## src/rtl/core/rce_pkg.sv

```systemverilog
package rce_pkg;

    // Default sizes of the machine.
    localparam int ALPHABET_MAX_DEF   = 64;
    localparam int ROTOR_BANK_DEF     = 16;
    localparam int REFLECTOR_BANK_DEF = 16;
    localparam int SLOTS_MAX_DEF      = 8;

    // Widest table address and entry over the supported parameter ranges.
    localparam int MEM_AW = 14;
    localparam int MEM_DW = 8;

    // Item actions.
    localparam logic [2:0] ACT_WIRE   = 3'd0;
    localparam logic [2:0] ACT_REFL   = 3'd1;
    localparam logic [2:0] ACT_NOTCH  = 3'd2;
    localparam logic [2:0] ACT_SET    = 3'd3;
    localparam logic [2:0] ACT_ENC    = 3'd4;

    // Configuration register indexes.
    localparam logic [1:0] CFG_ALPHABET  = 2'd0;
    localparam logic [1:0] CFG_ROTORS    = 2'd1;
    localparam logic [1:0] CFG_REFLECTOR = 2'd2;

    typedef struct packed {
        logic [2:0] action;
        logic [3:0] table_index;
        logic [2:0] slot;
        logic [6:0] letter;
        logic [6:0] entry_value;
    } t_in;

    typedef struct packed {
        logic [6:0] cipher_symbol;
        logic       bad_symbol;
    } t_out;

    typedef enum logic [1:0] {
        MSEL_FWD,
        MSEL_INV,
        MSEL_REFL,
        MSEL_NOTCH
    } t_msel;

    typedef struct packed {
        logic              wire_we;
        logic              refl_we;
        logic              notch_we;
        logic [MEM_AW-1:0] addr_a;
        logic [MEM_AW-1:0] addr_b;
        logic [MEM_DW-1:0] data_a;
        logic [MEM_DW-1:0] data_b;
        logic              notch_bit;
    } t_mem_wr;

    typedef struct packed {
        t_msel             sel;
        logic [MEM_AW-1:0] addr;
    } t_mem_rd;

endpackage

```

## src/rtl/core/rce_ctrl.sv

```systemverilog
module rce_ctrl #(
    parameter int ALPHABET_MAX   = rce_pkg::ALPHABET_MAX_DEF,
    parameter int REFLECTOR_BANK = rce_pkg::REFLECTOR_BANK_DEF,
    parameter int ROTOR_BANK     = rce_pkg::ROTOR_BANK_DEF,
    parameter int SLOTS_MAX      = rce_pkg::SLOTS_MAX_DEF
) (
    input  logic                            i_clk,
    input  logic                            i_rst_n,
    input  logic                            i_accept,
    input  rce_pkg::t_in                    i_item,
    input  logic [7:0]                      i_n,
    input  logic [$clog2(SLOTS_MAX+1)-1:0]  i_k,
    input  logic [3:0]                      i_refl_sel,
    output rce_pkg::t_mem_wr                o_wr,
    output rce_pkg::t_mem_rd                o_rd,
    input  logic [$clog2(ALPHABET_MAX)-1:0] i_rd_data,
    input  logic                            i_notch,
    output logic                            o_busy,
    output logic                            o_strobe,
    output rce_pkg::t_out                   o_result
);
    import rce_pkg::*;

    localparam int PW   = $clog2(ALPHABET_MAX);
    localparam int VW   = (PW > 8) ? PW : 8;
    localparam int JW   = $clog2(SLOTS_MAX + 1);
    localparam int SW   = (SLOTS_MAX > 1) ? $clog2(SLOTS_MAX) : 1;
    localparam int IDX1 = (SLOTS_MAX > 1) ? 1 : 0;
    localparam logic [MEM_AW-1:0] AM_A = MEM_AW'(ALPHABET_MAX);
    localparam logic [VW:0]       AM_V = (VW+1)'(ALPHABET_MAX);

    typedef enum logic [3:0] {
        S_IDLE, S_SETRED, S_POSRED, S_N0, S_N1, S_N2, S_RMOD, S_RD, S_WT, S_RED
    } t_state;

    typedef enum logic [1:0] {
        PH_FWD, PH_REF, PH_BWD
    } t_phase;

    t_state        r_state;
    t_phase        r_ph;
    logic [JW-1:0] r_j;
    logic [SW-1:0] r_slot;
    logic [3:0]    r_tab;
    logic [VW:0]   r_v;
    logic [VW-1:0] r_x;
    logic [VW-1:0] r_y;
    logic [3:0]    r_refl;
    logic          r_nt0;
    logic          r_first;
    logic          r_second;
    logic [PW-1:0] r_pos [SLOTS_MAX];
    logic [PW-1:0] r_t   [SLOTS_MAX];
    logic [3:0]    r_rot [SLOTS_MAX];
    logic          r_strobe;
    t_out          r_result;

    logic [SW-1:0] jx;
    logic [VW-1:0] n;
    logic [VW-1:0] cur_t;
    logic [VW:0]   sum;
    logic [VW-1:0] idx;
    logic [VW-1:0] d;
    logic          fin;
    logic [VW-1:0] fin_y;
    logic [VW-1:0] x_new;
    logic [VW-1:0] p0;
    logic [VW-1:0] p1;
    logic [VW-1:0] nxt0;
    logic [VW-1:0] nxt1;
    logic [VW-1:0] nxt2;
    logic          ok_entry;
    logic          ok_val;
    logic          ok_rotor;
    logic          ok_refl;
    logic          bad_letter;

    // r_pos holds the stored positions; r_t is the working copy of one
    // encipher beat, reduced below the alphabet size.
    always_comb begin
        jx    = r_j[SW-1:0];
        n     = VW'(i_n);
        cur_t = VW'(r_t[jx]);
        sum   = {1'b0, r_x} + {1'b0, cur_t};
        idx   = (sum >= {1'b0, n}) ? VW'(sum - {1'b0, n}) : VW'(sum);
        d     = VW'(i_rd_data);
        if (r_state == S_WT) begin
            fin   = (d < n);
            fin_y = d;
        end else begin
            fin   = (r_state == S_RED) && (r_y < n);
            fin_y = r_y;
        end
        x_new = (fin_y >= cur_t) ? (fin_y - cur_t) : (fin_y + n - cur_t);
        p0    = VW'(r_t[0]);
        p1    = VW'(r_t[IDX1]);
        nxt0  = (p0 + 1'b1 == n) ? '0 : p0 + 1'b1;
        nxt1  = (p1 + 1'b1 == n) ? '0 : p1 + 1'b1;
        nxt2  = (VW'(r_t[SW'(2)]) + 1'b1 == n) ? '0 : VW'(r_t[SW'(2)]) + 1'b1;
    end

    // Write port: table loads go straight to the memories on the accepting edge.
    always_comb begin
        ok_entry   = (i_item.letter != 7'd0) && ({1'b0, VW'(i_item.letter)} <= AM_V);
        ok_val     = (i_item.entry_value != 7'd0) &&
                     ({1'b0, VW'(i_item.entry_value)} <= AM_V);
        ok_rotor   = (7'(i_item.table_index) < 7'(ROTOR_BANK));
        ok_refl    = (7'(i_item.table_index) < 7'(REFLECTOR_BANK));
        bad_letter = (i_item.letter == 7'd0) || (VW'(i_item.letter) > n);

        o_wr           = '0;
        o_wr.wire_we   = i_accept && (i_item.action == ACT_WIRE) && ok_rotor &&
                         ok_entry && ok_val;
        o_wr.refl_we   = i_accept && (i_item.action == ACT_REFL) && ok_refl &&
                         ok_entry && ok_val;
        o_wr.notch_we  = i_accept && (i_item.action == ACT_NOTCH) && ok_rotor && ok_entry;
        o_wr.addr_a    = MEM_AW'(i_item.table_index) * AM_A +
                         MEM_AW'(i_item.letter) - 1'b1;
        o_wr.addr_b    = MEM_AW'(i_item.table_index) * AM_A +
                         MEM_AW'(i_item.entry_value) - 1'b1;
        o_wr.data_a    = MEM_DW'(i_item.entry_value - 7'd1);
        o_wr.data_b    = MEM_DW'(i_item.letter - 7'd1);
        o_wr.notch_bit = (i_item.entry_value != 7'd0);
    end

    always_comb begin
        o_rd.sel  = MSEL_FWD;
        o_rd.addr = '0;
        case (r_state)
            S_N0: begin
                o_rd.sel  = MSEL_NOTCH;
                o_rd.addr = MEM_AW'(r_rot[0]) * AM_A + MEM_AW'(nxt0);
            end
            S_N1: begin
                o_rd.sel  = MSEL_NOTCH;
                o_rd.addr = MEM_AW'(r_rot[IDX1]) * AM_A + MEM_AW'(nxt1);
            end
            S_RD: begin
                case (r_ph)
                    PH_REF: begin
                        o_rd.sel  = MSEL_REFL;
                        o_rd.addr = MEM_AW'(r_refl) * AM_A + MEM_AW'(r_x);
                    end
                    PH_BWD: begin
                        o_rd.sel  = MSEL_INV;
                        o_rd.addr = MEM_AW'(r_rot[jx]) * AM_A + MEM_AW'(idx);
                    end
                    default: begin
                        o_rd.sel  = MSEL_FWD;
                        o_rd.addr = MEM_AW'(r_rot[jx]) * AM_A + MEM_AW'(idx);
                    end
                endcase
            end
            default: begin
                o_rd.sel  = MSEL_FWD;
                o_rd.addr = '0;
            end
        endcase
    end

    always_ff @(posedge i_clk) begin
        if (!i_rst_n) begin
            r_state  <= S_IDLE;
            r_ph     <= PH_FWD;
            r_j      <= '0;
            r_first  <= 1'b0;
            r_second <= 1'b0;
            r_strobe <= 1'b0;
            for (int i = 0; i < SLOTS_MAX; i++) begin
                r_pos[i] <= '0;
                r_rot[i] <= '0;
            end
        end else begin
            r_strobe <= 1'b0;
            case (r_state)
                S_IDLE: begin
                    if (i_accept && (i_item.action == ACT_SET) &&
                        (5'(i_item.slot) < 5'(SLOTS_MAX)) && ok_rotor) begin
                        r_slot  <= SW'(i_item.slot);
                        r_tab   <= i_item.table_index;
                        r_v     <= (i_item.letter == 7'd0) ? AM_V - 1'b1 :
                                   (VW+1)'(i_item.letter - 7'd1);
                        r_state <= S_SETRED;
                    end else if (i_accept && (i_item.action == ACT_ENC)) begin
                        if (bad_letter) begin
                            r_strobe                <= 1'b1;
                            r_result.cipher_symbol  <= 7'd0;
                            r_result.bad_symbol     <= 1'b1;
                        end else begin
                            r_x     <= VW'(i_item.letter - 7'd1);
                            r_refl  <= i_refl_sel;
                            r_j     <= '0;
                            for (int i = 0; i < SLOTS_MAX; i++) begin
                                r_t[i] <= r_pos[i];
                            end
                            r_state <= S_POSRED;
                        end
                    end
                end
                S_SETRED: begin
                    if (r_v >= AM_V) begin
                        r_v <= r_v - AM_V;
                    end else begin
                        r_pos[r_slot] <= r_v[PW-1:0];
                        r_rot[r_slot] <= r_tab;
                        r_first       <= 1'b0;
                        r_second      <= 1'b0;
                        r_state       <= S_IDLE;
                    end
                end
                S_POSRED: begin
                    // Bring the working copy of every position in use below
                    // the alphabet size; the stored positions stay as they are.
                    if (r_j == i_k) begin
                        r_state <= S_N0;
                    end else if (cur_t >= n) begin
                        r_t[jx] <= PW'(cur_t - n);
                    end else begin
                        r_j <= r_j + 1'b1;
                    end
                end
                S_N0: begin
                    r_state <= S_N1;
                end
                S_N1: begin
                    r_nt0   <= i_notch;
                    r_state <= S_N2;
                end
                S_N2: begin
                    r_pos[0] <= PW'(nxt0);
                    r_t[0]   <= PW'(nxt0);
                    if ((i_k > JW'(2)) && i_notch && r_second) begin
                        r_pos[IDX1]   <= PW'(nxt1);
                        r_t[IDX1]     <= PW'(nxt1);
                        r_pos[SW'(2)] <= PW'(nxt2);
                        r_t[SW'(2)]   <= PW'(nxt2);
                    end else if ((i_k > JW'(1)) && r_nt0 && r_first) begin
                        r_pos[IDX1] <= PW'(nxt1);
                        r_t[IDX1]   <= PW'(nxt1);
                        r_second    <= 1'b1;
                    end else begin
                        r_first <= 1'b1;
                    end
                    r_j     <= '0;
                    r_ph    <= PH_FWD;
                    r_state <= S_RD;
                end
                S_RMOD: begin
                    if (5'(r_refl) >= 5'(REFLECTOR_BANK)) begin
                        r_refl <= 4'(5'(r_refl) - 5'(REFLECTOR_BANK));
                    end else begin
                        r_state <= S_RD;
                    end
                end
                S_RD: begin
                    r_state <= S_WT;
                end
                S_WT, S_RED: begin
                    if (!fin) begin
                        r_y     <= ((r_state == S_WT) ? d : r_y) - n;
                        r_state <= S_RED;
                    end else begin
                        case (r_ph)
                            PH_REF: begin
                                r_x     <= fin_y;
                                r_ph    <= PH_BWD;
                                r_j     <= i_k - 1'b1;
                                r_state <= S_RD;
                            end
                            PH_FWD: begin
                                r_x <= x_new;
                                if (r_j == i_k - 1'b1) begin
                                    r_ph    <= PH_REF;
                                    r_state <= S_RMOD;
                                end else begin
                                    r_j     <= r_j + 1'b1;
                                    r_state <= S_RD;
                                end
                            end
                            default: begin
                                if (r_j == '0) begin
                                    r_strobe               <= 1'b1;
                                    r_result.cipher_symbol <= 7'(x_new + 1'b1);
                                    r_result.bad_symbol    <= 1'b0;
                                    r_state                <= S_IDLE;
                                end else begin
                                    r_x     <= x_new;
                                    r_j     <= r_j - 1'b1;
                                    r_state <= S_RD;
                                end
                            end
                        endcase
                    end
                end
                default: begin
                    r_state <= S_IDLE;
                end
            endcase
        end
    end

    assign o_busy   = (r_state != S_IDLE);
    assign o_strobe = r_strobe;
    assign o_result = r_result;

endmodule

```

## config.mk

```make
export PLATFORM = sky130hd
export DESIGN_NAME = rce_ctrl
export DESIGN_NICKNAME = d
export VERILOG_FILES = /design/src/rtl/core/rce_pkg.sv /design/src/rtl/core/rce_ctrl.sv
export SDC_FILE = /design/constraint.sdc
export NUM_CORES = 1
export LEC_CHECK = 0
export BUFFER_PORTS_ARGS = -buffer_cell sky130_fd_sc_hd__buf_2
export CAP_MARGIN = 5
export CORE_UTILIZATION = 45
export CTS_CLUSTER_DIAMETER = 100
export CTS_CLUSTER_SIZE = 30
export DETAILED_ROUTE_END_ITERATION = 7
export HOLD_SLACK_MARGIN = 0.08
export MAX_ROUTING_LAYER = met4
export PLACE_DENSITY_LB_ADDON = 0.2
export SLEW_MARGIN = 10
export SYNTH_ARGS = -nofsm -noshare
export SYNTH_HDL_FRONTEND = slang
export SYNTH_SLANG_ARGS = --single-unit
```

## constraint.sdc

```tcl
create_clock -name i_clk -period 7.9 [get_ports i_clk]
set_input_delay 0.395 -clock i_clk [delete_from_list [all_inputs] [get_ports i_clk]]
set_output_delay 0.395 -clock i_clk [all_outputs]
set_load 0.02 [all_outputs]
```

---- After elaboration in Yosys (flattened, before gate mapping) ----
Memory sizes are Yosys's and may differ from the RTL's. A register that Yosys moved wholly into a read port is not among the register bits.
Index checks and enable logic that the tools add are counted.
storage, ports and cells
  register bits ........................... 58
  bits in writable memories ............... 128
  input bits .............................. 50
  word-level logic and storage cells ...... 271
  memories kept ........................... 3
operators by class
  add/sub/neg operators ................... 26
  $lt $le $gt $ge ......................... 11
  equality and inequality tests ........... 42
  multiplexer cells ....................... 114
  bitwise operators ....................... 11
  reduce and logical (&&, ||, !) cells .... 49
memory list
  name   words  width  rd ports  clocked after Yosys merged registers in  write ports  line            text
  r_pos  8      6      8         0                                        8            rce_ctrl.sv:52  logic [PW-1:0] r_pos [SLOTS_MAX];
  r_t    8      6      4         1                                        8            rce_ctrl.sv:53  logic [PW-1:0] r_t [SLOTS_MAX];
  r_rot  8      4      3         1                                        8            rce_ctrl.sv:54  logic [3:0] r_rot [SLOTS_MAX];
operator list
  kind                                                 count
  two-way mux 8 bit                                    14
  two-way mux 6 bit                                    11
  two-way mux 4 bit                                    15
  one-hot mux 16 bit (3 select lines)                  1
  one-hot mux 8 bit (2 select lines)                   3
  adder 10 x 7 -> 11 bit                               4
  two-way mux 1 bit                                    44
  inequality test 2 bit, second input constant         16
  one-hot mux 16 bit (2 select lines)                  1
  one-hot mux 4 bit (8 select lines)                   1
  two-way mux 9 bit                                    3
  equality test 7 x 8 -> 1 bit                         3
  two-way mux 3 bit                                    8
  subtractor 11 x 1 -> 12 bit, second input constant   2
  subtractor 7 x 1 -> 8 bit, second input constant     3
  adder 10 x 8 -> 11 bit                               2
  adder 6 x 1 -> 7 bit, second input constant          3
  AND reduction 4 bit                                  5
  one-hot mux 9 bit (2 select lines)                   1
  logical AND 1 bit                                    17
  equality test 4 x 3 -> 1 bit, second input constant  4
  one-hot mux 4 bit (4 select lines)                   1
  subtractor 8 x 6 -> 8 bit                            2
  subtractor 8 bit                                     2
  other kinds (53)                                     87

---- Depth between registers and ports, before layout ----
Gate-level depths: netlist of the first run.
  depth in word-level cells ............... 10
  depth in mapped cells ................... 26
  mapped depth without buffers ............ 24

---- Worst setup path after synthesis of the first run ----
No wires, ideal clock.
  path type ............................... reg-to-output
  from .................................... register (tool-made name)
  to ...................................... output port o_rd[8] (netlist bit)
  arrival ................................. 6,454 ps
  required time ........................... 7,505 ps
  path slack .............................. 1,051 ps
  cell stages (with the launch flop) ...... 25
  cell sequence ........................... dfxtp_1 -> buf_1 -> clkbuf_1 -> mux4_2 -> mux2i_1 -> inv_1 -> ha_1 -> a21oi_1 -> nor2b_1 -> o21ai_0 -> a21oi_1 -> a211oi_1 -> ha_1 -> and2_1 -> nand3_1 -> o21ai_0 -> a211oi_1 -> nand2b_1 -> clkbuf_1 -> mux2_2 -> ha_1 -> fa_1 -> xnor2_1 -> a21oi_1 -> o21ai_0
RTL lines
  element    line            text
  to (decl)  rce_ctrl.sv:15  output rce_pkg::t_mem_rd o_rd,

==> results of run 1 <==
==> final timing paths <==
path                            from                   endpoint  slack (ps)
max reg2reg  r_state[3]$_SDFFE_PN0P_  o_result[7]$_SDFFCE_PP0P_        2480
min reg2reg     r_first$_SDFFE_PN0P_       r_first$_SDFFE_PN0P_         500
max                         register                    o_rd[8]         660
min                       i_item[14]        r_slot[0]$_DFFE_PP_         120
==> worst max-delay path: cells and delay by family, from the launching register on <==
family / cells / cell delay, ps
flops: 1 / 560
buf+inv: 3 / 710
xor+xnor: 2 / 340
mux: 3 / 1250
simple gates: 4 / 760
compound gates: 6 / 1560
fa+ha+maj: 4 / 1240
==> logic make-up (layout without fill, tap and decap cells) <==
kind of cell             Yosys count  after routing  share of synthesized area
AND/OR/NAND/NOR                  428            428                      0.156
AO/OA/AOI/OAI                    300            300                      0.138
flip-flops                       189            189                      0.389
buffers and inverters            155            268                     0.0443
adder cells (fa/ha/maj)          132            132                      0.124
XOR/XNOR                         109            109                     0.0723
multiplexers                      79             79                     0.0755
other                              1              3                   0.000264
==> cell usage after synthesis (all sizes together), types with 5 or more instances <==
| cell type | n |
|---|---|
| edfxtp | 173 |
| ha | 117 |
| inv | 102 |
| nor2 | 101 |
| nand2 | 86 |
| o21ai | 76 |
| a21oi | 73 |
| and2 | 72 |
| xnor2 | 66 |
| nand3 | 41 |
| xor2 | 38 |
| mux2i | 36 |
| clkbuf | 32 |
| mux2 | 23 |
| nand2b | 23 |
| buf | 21 |
| mux4 | 20 |
| nor2b | 20 |
| nor3 | 19 |
| a21o | 17 |
| dfxtp | 16 |
| fa | 15 |
| o21a | 14 |
| or3 | 14 |
| o211ai | 13 |
| a22oi | 12 |
| and3 | 10 |
| nand4 | 9 |
| nor4 | 9 |
| a211oi | 8 |
| a221oi | 8 |
| a31oi | 8 |
| o21bai | 8 |
| a22o | 7 |
| a21boi | 6 |
| o22ai | 6 |
| nor3b | 5 |
| o31ai | 5 |
==> area by class of cell <==
type | count | area share
tap | 396 | 0.0315
clock buffer | 19 | 0.0288
inverter | 102 | 0.0243
multi-input combinational | 1051 | 0.511
timing repair buffer | 134 | 0.0448
clock inverter | 13 | 0.00961
sequential | 189 | 0.350
==> registers in the layout, indices dropped and copies added (netlist names), 8 cells and up, named ones only <==
name and count:
r_x 8, r_pos 48, r_t 48, o_result 8, r_rot 32, r_y 8, r_v 9
==> per-stage QoR <==
stage	area (µm²)	power [mW]
after floorplan	14200	1.86
after global placement	15100	2.13
after detailed placement	15100	2.14
after CTS	15800	3.03
after global routing	15800	3.17
final	15800	3.04
==> power groups by stage <==
stage          clock network [mW]  registers [mW]  logic, mW
2_1_floorplan                   0            1.17      0.686
3_3_place_gp                    0            1.20      0.924
3_5_place_dp                    0            1.20      0.939
4_1_cts                     0.903            1.18      0.946
5_1_grt                     0.940            1.19       1.04
6_report                    0.895            1.18      0.964
==> per-layer routing <==
metal,routed length [µm],GRT usage,vias to the layer above
li1,-,-,5275
met3,3730,0.0527,72
met4,1270,0.0934,0
met1,19200,0.382,5498
met5,0,-,-
met2,18500,0.394,550
==> timing repair <==
item,CTS,global route
resized for setup,0,1
setup endpoints to repair,0,2
buffers inserted,0,0
==> Flow_metrics.wiki, run 1 <==
{| class="wikitable"
! Metric !! Value
|-
| HP Class || in -> reg
|-
| Pin count of the biggest net entering global routing || 26
|-
| # clock sinks || ~190
|-
| Netlist area before placement || 0.0142 mm²
|-
| Number of violations reported at the end of detailed-routing iteration 0 || between 1000 and 1500
|-
| TritonRoute pass-1 iters || 8
|-
| Layout overhead on the synthesized area || 11.1%
|-
| Most frequent standard cell in the layout excluding fill and tap cells || edfxtp_1
|-
| Share of the synthesized area in the top cell type || 0.366
|-
| Cell-by-cell listing of the critical path || buf_4, mux4_2, mux2i_1, inv_1, ha_1, o31ai_1, nand2b_1, a21oi_1, xnor2_1, ha_1, and2_1, nand3_1, o21ai_0, a211oi_1, nand2b_1, mux2_2, ha_1, fa_1, xnor2_1, a21oi_1, o21ai_0, buf_2
|-
| Wire per inst || about 22 µm
|-
| Clock latency reported for the late side of the worst-skew pair || around 450 ps
|-
| Worst slack on hold paths || approximately 120 ps
|-
| Worst stage delay on the critical path || roughly 560 ps
|-
| Final period utilization || 0.916
|-
| Switching component of the power || around 1.1 mW
|-
| Total negative slack for setup checks || 0 ps
|-
| Global Route Usage Sum || 0.273
|-
| CTS tree || done
|-
| Achievable Freq || roughly 0.14 GHz
|-
| FF/Latch Area || around 0.0055 mm²
|-
| Fill count || between 2000 and 3000
|-
| Multi-input logic area || between 0.008 and 0.009 mm²
|-
| NumNets Final || 1677
|-
| Fin. Hold Viols || 0
|-
| Dominant synthesized flop cell || edfxtp_1
|-
| Vias || around 11000
|-
| Failing checks || DRC
|-
| Congestion Overflow GR || 0
|-
| Share of post-route cells with drive strength above 1 || 0.149
|-
| Areal power density over the cells || ~190 mW/mm²
|-
| Post-route DRC violation count || 4
|-
| Reg clk slew, reported paths || 80 ps
|-
| Cells after Synth || approximately 1400
|-
| Post-route non-filler standard cell count || 1904
|-
| Data required, critical path || between 7000 and 8000 ps
|-
| Die area || 0.0322 mm²
|-
| Highest ir drop seen on vdd || 0.000138 V
|-
| Initial antenna violation count || 1
|-
| Asr flop ratio synth || 0
|-
| Worst clock skew || between 15 and 20 ps
|-
| Number of buffers between clock root and the deepest sink || 2
|-
| Reg2Reg Depth || 14
|-
| Post-synthesis register bit count || between 150 and 200
|-
| Routed wire length || ~43 mm
|-
| Via count of the first global-routing pass || 10700
|-
| Number of primary I/O pins || about 120
|-
| Yosys Warn Count || 0
|-
| Unrepaired setup endpoints after global routing || false
|-
| Final core utilization || 0.511
|-
| Fraction of power consumed by combinational cells || 0.317
|-
| Final weighted congestion of routability-driven global placement || around 0.99
|-
| Largest area contributor in the netlist || edfxtp_1
|-
| Classification of the worst setup path || reg -> out
|-
| Number of violations of the max-capacitance limit || 0
|-
| Number of different library cells in the post-synthesis netlist || 76
|-
| Via density per instance || 5.98
|-
| Critical Path Slowest Stage Cell || dfxtp_2
|-
| EDFF count, synth || between 150 and 200
|-
| Worst hold path cell count || 1
|-
| Number of placed instances, taps included || between 1500 and 2000
|-
| Min Clock Period, post-route || ~7200 ps
|-
| TritonCTS Buffers || 17
|-
| Max-slew violation count || 0
|-
| Arrival time of the worst setup path || between 6000 and 7000 ps
|-
| Clk pwr share || 0.294
|-
| Post-DRT Antenna Nets || 0
|-
| Width of the die || between 150 and 200 µm
|-
| Quantity of I/O buffers inserted on ports || 120
|-
| Status || finished with violations
|-
| Buffer type at the clock tree root || clkbuf_16
|-
| Type of origin of the critical path || register
|-
| Core ar. || roughly 0.031 mm²
|-
| P_leak || approximately 6.4 nW
|-
| Setup WS post-layout || about 660 ps
|-
| Most used cells in the layout excluding fill and tap cells || edfxtp_1, buf_2, ha_1
|-
| Setup Viol. Count Final || 0
|-
| Worst-path fanout max || 11
|-
| Final HPWL from detailed placement || 32.8 mm
|-
| Fraction of the yosys area taken by sequential cells || 0.389
|-
| Clock H-tree levels || 4
|-
| CP Capture Type || output pin
|-
| Slew Limit Headroom || 0.154
|-
| Rows || 64
|-
| Pre-CTS worst setup slack || about 930 ps
|-
| Synthesized area per cell || 10.2 µm²
|-
| Synth top area cells || edfxtp_1, ha_1, xnor2_1
|-
| Number of antenna cells inserted || 0
|-
| First-pass GRT wire length || between 60 and 70 mm
|-
| Part of the power in registers || 0.389
|-
| Cell type with the highest occurrence count on the critical path || ha_1
|-
| Pin slew with the least headroom to its limit || 1270 ps
|-
| Vertical extent of the die || between 150 and 200 µm
|-
| Number of hold-repair buffers added at the cts stage || 0
|-
| Internal Pwr Total || slightly below 2 mW
|-
| Initial Util || 0.460
|-
| Fraction of power spent switching nets || 0.351
|}
Power figures use the tool's default switching activity.
==> inputs of run 2 (changes only) <==
--- a/config.mk
+++ b/config.mk
@@ -7,7 +7,7 @@
 export LEC_CHECK = 0
 export BUFFER_PORTS_ARGS = -buffer_cell sky130_fd_sc_hd__buf_2
 export CAP_MARGIN = 5
-export CORE_UTILIZATION = 45
+export CORE_UTILIZATION = 30
 export CTS_CLUSTER_DIAMETER = 100
 export CTS_CLUSTER_SIZE = 30
 export DETAILED_ROUTE_END_ITERATION = 7
==> Flow_metrics.wiki, run 2 (same netlist as run 1, synthesis figures left out) <==
{| class="wikitable"
! Metric !! Value
|-
| Final weighted congestion of routability-driven global placement || roughly 0.9
|-
| Routed wire length || 46.5 mm
|-
| Share of post-route cells with drive strength above 1 || 0.151
|-
| Initial Util || 0.305
|-
| Core ar. || around 0.047 mm²
|-
| Post-route non-filler standard cell count || about 2100
|-
| # clock sinks || 189
|-
| Pin slew with the least headroom to its limit || 1030 ps
|-
| Unrepaired setup endpoints after global routing || false
|-
| Classification of the worst setup path || reg -> out
|-
| Type of origin of the critical path || register
|-
| Fin. Hold Viols || 0
|-
| Power Total || 3.01 mW
|-
| CTS tree || done
|-
| Count of cell instances traversed by the critical path || 22
|-
| Cell type with the highest occurrence count on the critical path || ha_1
|-
| Wire per inst || 21.9 µm
|-
| Fill count || 4725
|-
| Worst hold path cell count || 1
|-
| HP Class || in -> reg
|-
| Initial antenna violation count || 1
|-
| Part of the power in registers || 0.394
|-
| Reg2Reg Depth || 14
|-
| Number of antenna cells inserted || 0
|-
| Pre-CTS worst setup slack || about 820 ps
|-
| Worst path bufs/invs || 2
|-
| Areal power density over the cells || about 190 mW/mm²
|-
| Congestion Overflow GR || 0
|-
| Internal Pwr Total || slightly below 2 mW
|-
| Clock H-tree levels || 4
|-
| Post-DRT Antenna Nets || 0
|-
| Number of placed instances, taps included || roughly 2100
|-
| Post-route DRC violation count || 0
|-
| Most used cells in the layout excluding fill and tap cells || edfxtp_1, buf_2, ha_1
|-
| Fraction of power consumed by combinational cells || 0.319
|-
| Via density per instance || ~5.2
|-
| Number of buffers between clock root and the deepest sink || 2
|-
| Reg2Reg Capture Point || o_result[7]$_SDFFCE_PP0P_
|-
| Pin count of the biggest net entering global routing || 26
|-
| Achievable Freq || roughly 0.14 GHz
|-
| Fraction of power spent switching nets || 0.360
|-
| Finished layout cell area || about 0.016 mm²
|-
| Worst stage delay on the critical path || approximately 580 ps
|-
| Max-slew violation count || 0
|-
| Setup Viol. Count Final || 0
|-
| Clk pwr share || 0.288
|-
| Vertical extent of the die || 219 µm
|-
| Number of primary I/O pins || between 100 and 150
|-
| Width of the die || roughly 220 µm
|-
| First-pass GRT wire length || between 60 and 70 mm
|-
| Vias || 11100
|-
| Multi-input logic area || just over 0.008 mm²
|-
| Critical Path Slowest Stage Cell || dfxtp_2
|-
| Number of violations of the max-capacitance limit || 0
|-
| Number of hold-repair buffers added at the cts stage || 0
|-
| TritonCTS Buffers || 17
|-
| Total negative slack for setup checks || 0 ps
|-
| Worst clock skew || between 10 and 15 ps
|-
| Worst-path fanout max || 13
|-
| Clock latency reported for the late side of the worst-skew pair || roughly 470 ps
|-
| Reg2reg setup slack || 2250 ps
|-
| FF/Latch Area || 0.00552 mm²
|-
| Buffer type at the clock tree root || clkbuf_16
|-
| Final core utilization || 0.344
|-
| Rows || about 80
|-
| Final period utilization || 0.927
|-
| CP Capture Type || output pin
|-
| CTS resizes || 0
|-
| Number of violations reported at the end of detailed-routing iteration 0 || ~840
|-
| TritonRoute pass-1 iters || 5
|-
| Setup WS post-layout || around 580 ps
|-
| Highest ir drop seen on vdd || between 0.0001 and 0.00015 V
|-
| Quantity of I/O buffers inserted on ports || 120
|-
| Cell-by-cell listing of the critical path || mux4_2, mux2i_1, inv_1, ha_1, nor2b_1, o31ai_1, nand2b_1, a21oi_1, xnor2_1, ha_1, and2_1, nand3_1, o21ai_0, a211oi_1, nand2b_1, mux2_2, ha_1, fa_1, xnor2_1, a21oi_1, o21ai_0, buf_2
|-
| Critical R2R Launch || r_state[3]$_SDFFE_PN0P_
|-
| Hold wc startpoint || i_item[15]
|-
| Reg clk slew, reported paths || 70 ps
|-
| Most frequent standard cell in the layout excluding fill and tap cells || edfxtp_1
|-
| Switching component of the power || 1.08 mW
|-
| NumNets Final || roughly 1700
|-
| Global Route Usage Sum || 0.203
|-
| Data required, critical path || around 7500 ps
|-
| Worst min-delay path endpoint || r_slot[1]$_DFFE_PP_
|-
| Via count of the first global-routing pass || between 10000 and 15000
|-
| Registers with the most flip-flops || r_pos (48), r_t (48), r_rot (32)
|-
| Min Clock Period, post-route || approximately 7300 ps
|-
| P_leak || ~6.4 nW
|-
| Arrival time of the worst setup path || just under 7000 ps
|-
| Final HPWL from detailed placement || 36.3 mm
|-
| Worst slack on hold paths || approximately 110 ps
|-
| Status || completed
|-
| Slew Limit Headroom || 0.309
|-
| Layout overhead on the synthesized area || 13.0%
|-
| Post-DP Area || 0.0154 mm²
|-
| Die area || approximately 0.048 mm²
|-
| Category of cells accounting for the largest share of critical-path delay || compound AO/OA/AOI/OAI gates
|-
| Number of buffers inserted to repair setup after CTS || 0
|}
-- run 2: cell count changes in the layout (fill, tap and decap cells not counted), sizes merged --
cell,delta
buf,+3
inv,+4
clkbuf,-2
bufinv,-1
clkinvlp,-1
-- run 2: cell type report --
type / count / area share
Multi-Input combinational cell: 1051 / 0.503
Sequential cell: 189 / 0.344
Inverter: 102 / 0.0239
Timing Repair Buffer: 137 / 0.0454
Clock buffer: 17 / 0.0265
Clock inverter: 15 / 0.00929
Tap cell: 607 / 0.0474
-- run 2: worst max-delay path by stage --
stage,to,slack (ps)
CTS,o_rd[8],280
floorplan,o_rd[8],1050
finish,o_rd[8],580
global route,o_rd[8],180
global placement,o_rd[8],960
detailed placement,o_rd[8],820
-- run 2: per-layer routing --
layer  part of all wire  routed length, µm  GRT usage  vias up
met5                  0                  0          -        -
met4              0.025               1180     0.0681        0
met3              0.069               3230     0.0342       58
met2               0.45              20800      0.307      435
met1               0.46              21300      0.274     5337
li1                   -                  -          -     5278
-- run 2: power by group through the flow --
| stage | Sequential (mW) | Combinational (mW) | Clock, mW |
|---|---|---|---|
| after floorplan | 1.17 | 0.686 | 0 |
| after global placement | 1.21 | 0.947 | 0 |
| after detailed placement | 1.21 | 0.949 | 0 |
| after CTS | 1.18 | 0.955 | 0.879 |
| after global routing | 1.19 | 1.05 | 0.913 |
| final | 1.18 | 0.959 | 0.866 |
